File: src/design/stbc_pkg.sv
// Package for the sprite table box collision block.
// Holds the operation codes and the command and status bundles that join
// the controller to the datapath. Depends on nothing.
package stbc_pkg;

  // Widths of the request and result fields.
  localparam int FUNC_W = 2;
  localparam int SLOT_W = 6;
  localparam int IMG_W  = 6;
  localparam int POS_W  = 16;
  localparam int SIZE_W = 10;
  localparam int HOT_W  = 11;
  localparam int HIT_W  = 7;
  // Box corners: position minus hotspot, plus size, with headroom.
  localparam int BOX_W  = 18;

  // Operation codes carried in func.
  typedef enum logic [FUNC_W-1:0] {
    FUNC_LOAD    = 2'd0,
    FUNC_SET     = 2'd1,
    FUNC_OFF     = 2'd2,
    FUNC_COLLIDE = 2'd3
  } func_t;

  // Commands from the controller to the datapath.
  typedef struct packed {
    logic capture;
    logic load_write;
    logic set_write;
    logic off;
    logic scan_start;
    logic out_load;
  } cmd_t;

  // Status from the datapath to the controller.
  typedef struct packed {
    func_t func;
    logic  scan_done;
  } status_t;

endpackage

File: src/design/stbc_ctrl.sv
// Controller of the sprite table box collision block: sequences each
// request through the datapath and owns the handshakes of both channels.
// Depends on stbc_pkg.
module stbc_ctrl (
  input  logic              clk,
  input  logic              rst,
  input  logic              in_valid,
  output logic              in_ready,
  output logic              out_valid,
  input  logic              out_ready,
  output stbc_pkg::cmd_t    cmd,
  input  stbc_pkg::status_t status
);

  typedef enum logic [4:0] {
    ST_IDLE     = 5'b00001,
    ST_DISPATCH = 5'b00010,
    ST_SET_WR   = 5'b00100,
    ST_SCAN     = 5'b01000,
    ST_FINISH   = 5'b10000
  } state_t;

  state_t state;
  state_t state_next;
  logic   out_valid_next;

  // Next state and commands.
  always_comb begin
    state_next = state;
    cmd        = '0;
    in_ready   = 1'b0;
    case (state)
      ST_IDLE: begin
        in_ready = 1'b1;
        if (in_valid) begin
          cmd.capture = 1'b1;
          state_next  = ST_DISPATCH;
        end
      end
      ST_DISPATCH: begin
        // A set request reads its descriptor here and writes next cycle.
        case (status.func)
          stbc_pkg::FUNC_LOAD: begin
            cmd.load_write = 1'b1;
            state_next     = ST_FINISH;
          end
          stbc_pkg::FUNC_SET: begin
            state_next = ST_SET_WR;
          end
          stbc_pkg::FUNC_OFF: begin
            cmd.off    = 1'b1;
            state_next = ST_FINISH;
          end
          stbc_pkg::FUNC_COLLIDE: begin
            cmd.scan_start = 1'b1;
            state_next     = ST_SCAN;
          end
          default: begin
            state_next = ST_FINISH;
          end
        endcase
      end
      ST_SET_WR: begin
        cmd.set_write = 1'b1;
        state_next    = ST_FINISH;
      end
      ST_SCAN: begin
        if (status.scan_done) begin
          state_next = ST_FINISH;
        end
      end
      ST_FINISH: begin
        // Wait until the output register is free.
        if (!out_valid || out_ready) begin
          cmd.out_load = 1'b1;
          state_next   = ST_IDLE;
        end
      end
      default: begin
        state_next = ST_IDLE;
      end
    endcase
  end

  // Output valid follows the output register.
  always_comb begin
    out_valid_next = out_valid;
    if (cmd.out_load) begin
      out_valid_next = 1'b1;
    end else if (out_ready) begin
      out_valid_next = 1'b0;
    end
  end

  always_ff @(posedge clk) begin
    if (rst) begin
      state     <= ST_IDLE;
      out_valid <= 1'b0;
    end else begin
      state     <= state_next;
      out_valid <= out_valid_next;
    end
  end

endmodule

File: config.mk
export PLATFORM = sky130hd
export DESIGN_NAME = stbc_ctrl
export DESIGN_NICKNAME = d
export VERILOG_FILES = /design/src/design/stbc_pkg.sv /design/src/design/stbc_ctrl.sv
export SDC_FILE = /design/constraint.sdc
export NUM_CORES = 1
export LEC_CHECK = 0
export BUFFER_PORTS_ARGS = -buffer_cell sky130_fd_sc_hd__buf_2
export CAP_MARGIN = 20
export CELL_PAD_IN_SITES_DETAIL_PLACEMENT = 1
export CELL_PAD_IN_SITES_GLOBAL_PLACEMENT = 2
export CORE_MARGIN = 2
export CORE_UTILIZATION = 26
export CTS_BUF_LIST = sky130_fd_sc_hd__clkbuf_4 sky130_fd_sc_hd__clkbuf_8 sky130_fd_sc_hd__clkbuf_16
export CTS_CLUSTER_DIAMETER = 100
export DETAILED_ROUTE_END_ITERATION = 12
export GPL_ROUTABILITY_DRIVEN = 1
export PLACE_DENSITY = 0.74
export SYNTH_ARGS = -nofsm -noshare
export SYNTH_HDL_FRONTEND = slang
export SYNTH_SLANG_ARGS = --single-unit
File: constraint.sdc
create_clock -name clk -period 3.4 [get_ports clk]
set_clock_uncertainty 0.2 [all_clocks]
set_input_delay 0.17 -clock clk [delete_from_list [all_inputs] [get_ports clk]]
set_output_delay 0.17 -clock clk [all_outputs]
set_load 0.1 [all_outputs]
==> key figures, run 1 <==
Status
  • Status: complete, no violations

Setup path
  • Reg2reg start: state[3]
  • Critical path data required time: 3.03 ns
  • Delay-heaviest family, CP: simple AND/OR/NAND/NOR gates
  • Critical Path Start Type: flop
  • WS Path Type: flop to output port
  • Critical path buffer and inverter count: 2
  • Slowest cell on the critical path: buf_2
  • Critical-path cell list: nor3_2 > nand3b_1 > inv_1 > and2_1 > buf_2
  • Crit. End Element: output port
  • Worst R2R Setup Slack: 1.54 ns
  • Critical Path Fanout Max: 5
  • Worst r2r dst: state[2]
  • Reg2Reg Depth: 4
  • CP peak stage delay: 0.41 ns
  • Arrival @ worst endpoint: 1.70 ns

Detailed routing
  • Final wirelength: 857 µm
  • Remaining DRCs: 0
  • Drt wl/cell: 11.4 µm
  • Number of vias per cell: 4.80
  • Via total after detailed routing: 360
  • Number of DRC markers in iteration 0: 2
  • Drt pass-1 iters: 2
  • Final ANT Viol Nets: 0

Final layout
  • Area of the multi-input gates: 228 µm²
  • Register area: 120 µm²
  • Ratio of cells with drive above 1 in the final layout: 0.400
  • Final core utilization: 0.392
  • Fill count: 166
  • Nets: 69
  • Design area: 510 µm²
  • # diodes: 0
  • Area grow syn2layout: 39.2%

Clock network
  • Worst skew pair latency: 0.25 ns
  • CTS Buffer Depth: 2
  • Num Clock Sinks: 6
  • Post-CTS Setup Bufs: 0
  • Clock root cell: clkbuf_4
  • Clock transition at the registers of the reported paths: 0.05 ns
  • Cts repair resizes: 0
  • Hold_buf cts: 4
  • CTS buffer count: 3
  • H-Tree Depth: 1
  • CTS tree: yes

Logic synthesis
  • Seq/Total Area, Yosys: 0.328
  • Area leader, netlist: dfxtp_1
  • Top cells by area, synth: dfxtp_1 33%, nor3b_1 6.1%, nor3_2 5.5%
  • Syn_area_per_cell: 9.17 µm²
  • Yosys reg bits: 6
  • Post-synth cell types: 24
  • Syn nets: 47
  • Post-Syn Area: 367 µm²
  • Synth warn: 0
  • Cells after Synth: 40
  • Yosys top cell area share: 0.328

STA
  • Worst slew pin tran: 0.485 ns
  • Period utilization: 0.609
  • Crit path time final: 2.07 ns
  • Setup_tns: 0 ns
  • Max_slew headroom: 0.679
  • Max Slew Vio Count: 0
  • Final setup vio count: 0
  • RSZ-0062 raised after global routing: no
  • Fmax: 483 MHz
  • Fin. Hold Viols: 0
  • Final WS setup: 1.33 ns

Global routing
  • All-Layer GR Usage: 0.111
  • Initial antenna violation count: 0
  • Vias in the first global route: 369
  • Largest net degree at the start of global routing: 8
  • First-pass GRT wire length: 1480 µm
  • Global route overflow: 0

Pwr
  • Lkg Pwr: 0.232 nW
  • Maximum vdd drop: 0.145 mV
  • PwrDens: 401 nW/µm²
  • Final Power: 205 µW

Placement
  • PortBufs: 14
  • Placer Congestion: 0.764
  • Post-DP Area: 448 µm²
  • DP Worst Slack: 1.59 ns
  • Post-DP HPWL: 655 µm

Hold path
  • Hold Path Depth: 4
  • Worst Hold Class: primary input to flop
  • Hold Path Origin: status[0]
  • Endpoint, Worst Hold: state[3]

Run
  • Max-cap violation count: 0

Floorplanning
  • Die ar.: 1730 µm²
  • DIE WIDTH: 41.6 µm
  • Core footprint: 1300 µm²
  • Initial core utilization: 0.282
  • Row count: 13
  • Io pins: 15
  • Die Height: 41.6 µm
metal layers:
metal / global-route usage / share of wire
met5: 0 / 0
met2: 0.159 / 0.45
met1: 0.143 / 0.49
met4: 0.0581 / 0
met3: 0.0435 / 0.057
layout make-up:
type                       instances  area share
clock buffer                       3      0.0441
timing repair buffer              18       0.216
sequential                         6       0.235
tap                               15      0.0368
inverter                           3      0.0221
multi-input combinational         30       0.446
worst reg2reg max path, stage by stage, from the launching register on:
cell           delay, ns
dfxtp_1             0.37
nor3_2              0.30
nand2_1             0.14
nor4b_2             0.21
dlygate4sd3_1       0.58
placed cells by master (no fill, tap or decap):
| cell | synthesis | routed |
|---|---|---|
| a221oi_2 | 1 | 1 |
| a31o_1 | 1 | 1 |
| a21o_1 | 1 | 1 |
| nor3_2 | 2 | 2 |
| nand4_1 | 1 | 1 |
| and2b_4 | 1 | 1 |
| nand3b_1 | 2 | 2 |
| inv_1 | 3 | 3 |
| o21ai_0 | 1 | 1 |
| nand2_1 | 3 | 3 |
| nor4_1 | 1 | 1 |
| nor4b_2 | 1 | 1 |
| and3_1 | 1 | 1 |
| nand2b_1 | 1 | 1 |
| clkbuf_4 | 0 | 3 |
| dfxtp_1 | 6 | 6 |
| dlygate4sd3_1 | 0 | 4 |
| nor3b_1 | 3 | 3 |
| o311ai_2 | 1 | 1 |
| buf_2 | 0 | 14 |
| and3b_2 | 1 | 1 |
| and2_1 | 1 | 1 |
| a21oi_1 | 2 | 2 |
| and4bb_1 | 1 | 1 |
| nor2b_1 | 1 | 1 |
| nor2_1 | 3 | 3 |
power by group:
part | switching [mW] | total (mW) | internal (mW)
clock | 0.0270 | 0.0670 | 0.0400
sequential | 0.00429 | 0.0776 | 0.0733
combinational | 0.0433 | 0.0603 | 0.0171
flip-flops by register name, indices dropped and copies added, names as in the netlist:
| name | flops |
|---|---|
| state | 5 |
| out_valid | 1 |
Yosys cell counts:
cell	instances
and3_1	1
dfxtp_1	6
a21o_1	1
a21oi_1	2
nor2_1	3
a221oi_2	1
a31o_1	1
nor4b_2	1
buf_4	1
nor3_2	2
nor4_1	1
nor2b_1	1
inv_1	3
and2_1	1
and2b_4	1
nand2b_1	1
nand3b_1	2
and3b_2	1
and4bb_1	1
nor3b_1	3
o21ai_0	1
nand2_1	3
nand4_1	1
o311ai_2	1
worst max path at each step:
| stage | endpoint | cells after the start | start | slack [ns] |
|---|---|---|---|---|
| after floorplan | cmd[5] | 4 | state[1] | 0.80 |
| final | cmd[5] | 5 | state[1] | 1.33 |
| after CTS | cmd[5] | 5 | state[1] | 1.32 |
| after global placement | cmd[5] | 5 | state[1] | 1.59 |
| after global routing | cmd[5] | 5 | state[1] | 1.21 |
| after detailed placement | cmd[5] | 5 | state[1] | 1.59 |
per-stage QoR:
step | cells | hold slack, ns
after global routing | 75 | 0.0450
final | 75 | 0.0246
after global placement | 68 | 0.195
after floorplan | 40 | 0.0391
after CTS | 75 | 0.0193
after detailed placement | 68 | 0.196
cells by family (layout without fill, tap and decap cells):
kind of cell           after synthesis  count (layout)  share of synthesized area
AO/OA/AOI/OAI                        7               7                      0.171
buffers and inverters                4              24                     0.0512
flip-flops                           6               6                      0.328
AND/OR/NAND/NOR                     23              23                      0.451
Note: power is estimated with default switching activity, not from simulation.
==> run 2: changes to the inputs <==
ABC_AREA = 1   (was unset)
CORE_UTILIZATION = 22   (was 26)
PLACE_DENSITY = 0.69   (was 0.74)
clock period = 2.1 ns   (was 3.4 ns; I/O delays follow)
==> key figures, run 2 <==
Status
  • Status: complete, no violations

Pwr
  • Switching Fraction: 0.458
  • Comb pwr share: 0.410
  • PwrDens: 738 nW/µm²
  • Sequential share of power: 0.315
  • Final Power: 414 µW
  • Lkg Pwr: 0.320 nW
  • Clock Power Share: 0.275
  • Net Switching: 189 µW
  • Maximum vdd drop: 0.308 mV
  • Cell-internal power: 224 µW

Logic synthesis
  • Top cells by area, synth: dfxtp_1 31%, inv_1 12%, nand3_1 8.9%
  • Top-count cell post-synth: inv_1
  • Post-synth cell types: 16
  • Cells after Synth: 59
  • FFs w/ async S/R, synth: 0
  • Yosys reg bits: 6
  • Post-Syn Area: 392 µm²
  • Area leader, netlist: dfxtp_1
  • Synth warn: 0
  • Syn_area_per_cell: 6.64 µm²
  • Post-synth EDFFs: 0
  • Yosys top cell area share: 0.307
  • Main synth FF type: dfxtp_1
  • Synth cell count leaders: 12 x inv_1, 9 x nor2_1, 7 x nand3_1
  • Seq/Total Area, Yosys: 0.307
  • Syn nets: 66

STA
  • RSZ-0062 raised after global routing: no
  • Crit path time final: 1.84 ns
  • Max Slew Vio Count: 0
  • Max_slew headroom: 0.677
  • Setup_tns: 0 ns
  • Final WS setup: 0.261 ns
  • Minimum hold slack: 0.0127 ns
  • Fmax: 544 MHz
  • Worst slew pin tran: 0.488 ns
  • Final setup vio count: 0
  • Fin. Hold Viols: 0
  • Period utilization: 0.876

Setup path
  • Critical Path End: cmd[2]
  • Reg2Reg Depth: 6
  • Worst r2r dst: state[3]
  • Critical-path cell list: nor2_4 > nand4_1 > nor2_1 > buf_2
  • Critical Path Start Type: flop
  • Worst R2R Setup Slack: 0.33 ns
  • Critical Path Fanout Max: 6
  • Critical path data required time: 1.79 ns
  • WS Path Type: flop to output port
  • Arrival @ worst endpoint: 1.53 ns
  • Crit. End Element: output port
  • CP peak stage delay: 0.43 ns
  • Crit path from: state[3]
  • Reg2reg start: state[3]
  • Slowest cell on the critical path: buf_2

Floorplanning
  • Die Height: 46.2 µm
  • Die ar.: 2130 µm²
  • Row count: 15
  • DIE WIDTH: 46.2 µm
  • Core footprint: 1710 µm²
  • Initial core utilization: 0.229
  • Io pins: 15

Detailed routing
  • Final wirelength: 1030 µm
  • Final ANT Viol Nets: 0
  • Drt wl/cell: 9.76 µm
  • Number of DRC markers in iteration 0: 6
  • Drt pass-1 iters: 4
  • Remaining DRCs: 0
  • Via total after detailed routing: 440
  • Number of vias per cell: 4.19

Global routing
  • First-pass GRT wire length: 1690 µm
  • Vias in the first global route: 420
  • Global route overflow: 0
  • Initial antenna violation count: 0
  • Largest net degree at the start of global routing: 8
  • All-Layer GR Usage: 0.115

Placement
  • Placer Congestion: 0.731
  • DP Worst Slack: 0.520 ns
  • Post-DP HPWL: 822 µm
  • Post-DP Area: 488 µm²
  • PortBufs: 14
  • Post-Place Cells: 97

Run
  • Max-cap violation count: 0

Clock network
  • H-Tree Depth: 1
  • Cts repair resizes: 0
  • Clock root cell: clkbuf_4
  • Clock transition at the registers of the reported paths: 0.05 ns
  • CTS buffer count: 3
  • Worst skew pair latency: 0.25 ns
  • Num Clock Sinks: 6
  • CTS Buffer Depth: 2
  • CTS tree: yes

Final layout
  • Final std cells w/o fill: 105
  • Max FFs per register: 5
  • Largest registers: state: 5 flops, out_valid: 1 flops
  • Design area: 561 µm²
  • Nets: 89
  • Area grow syn2layout: 43.1%
  • Ratio of cells with drive above 1 in the final layout: 0.375
  • Most frequent cells in the layout: 14 x buf_2, 12 x inv_1, 8 x nor2_1
  • Most common cell after layout, fill and taps aside: buf_2
  • # diodes: 0
  • Reg with most FFs: state
  • Final core utilization: 0.328

Hold path
  • Worst Hold Class: primary input to flop
-- run 2: changes by cell type in the layout (fill, tap and decap cells not counted), sizes merged, moves of 2 or more --
cell    delta
inv       +12
nor3b      -3
nand4      +4
nor2      +12
nand3      +8
nand2      +2
nand3b     -2
-- run 2: power by group through the flow --
| stage | Clock, mW | Sequential (mW) | Combinational, mW |
|---|---|---|---|
| after CTS | 0.112 | 0.130 | 0.172 |
| after detailed placement | 0 | 0.133 | 0.167 |
| after floorplan | 0 | 0.136 | 0.135 |
| after global routing | 0.118 | 0.131 | 0.186 |
| after global placement | 0 | 0.133 | 0.168 |
| final | 0.114 | 0.130 | 0.170 |
-- run 2: cell families (layout without fill, tap and decap cells) --
kind of cell / Yosys count / in the layout / synth area share
AND/OR/NAND/NOR: 35 / 35 / 0.498
buffers and inverters: 16 / 37 / 0.163
flip-flops: 6 / 6 / 0.307
AO/OA/AOI/OAI: 2 / 2 / 0.0319
-- run 2: metal layers --
layer  global-route usage  vias to the layer above  wire [µm]
met5                    0                        -          0
met4               0.0686                        0         27
met3               0.0235                        5         35
met2                0.186                        8        505
met1                0.138                      196        456
li1                     -                      231          -
-- run 2: cell type report --
cell class / count / area, µm²
Tap cell: 25 / 31.3
Inverter: 15 / 56.3
Multi-Input combinational cell: 37 / 210
Sequential cell: 6 / 120
Fill cell: 220 / 1150
Clock buffer: 3 / 22.5
Timing Repair Buffer: 19 / 120
-- run 2: worst min path at each step --
stage	from	slack, ns	to	cells past startpoint
after floorplan	rst	-0.03	state[3]	1
after global placement	status[2]	0.12	state[2]	2
after detailed placement	status[2]	0.11	state[2]	2
after CTS	out_ready	0.02	out_valid	3
after global routing	out_ready	0.03	out_valid	3
final	out_ready	0.01	out_valid	3
-- run 2: what timing repair did --
| item | CTS | global route |
|---|---|---|
| endpoints found under the setup margin | 0 | 0 |
| hold buffers | 5 | 0 |
| endpoints found under the hold margin | 3 | 0 |
| buffers inserted | 0 | 0 |
-- run 2: critical path, delay by kind of cell (launching register included) --
family	cells	cell delay [ns]
and+or+nand+nor	3	0.51
buffers and inverters	1	0.43
DFF	1	0.34
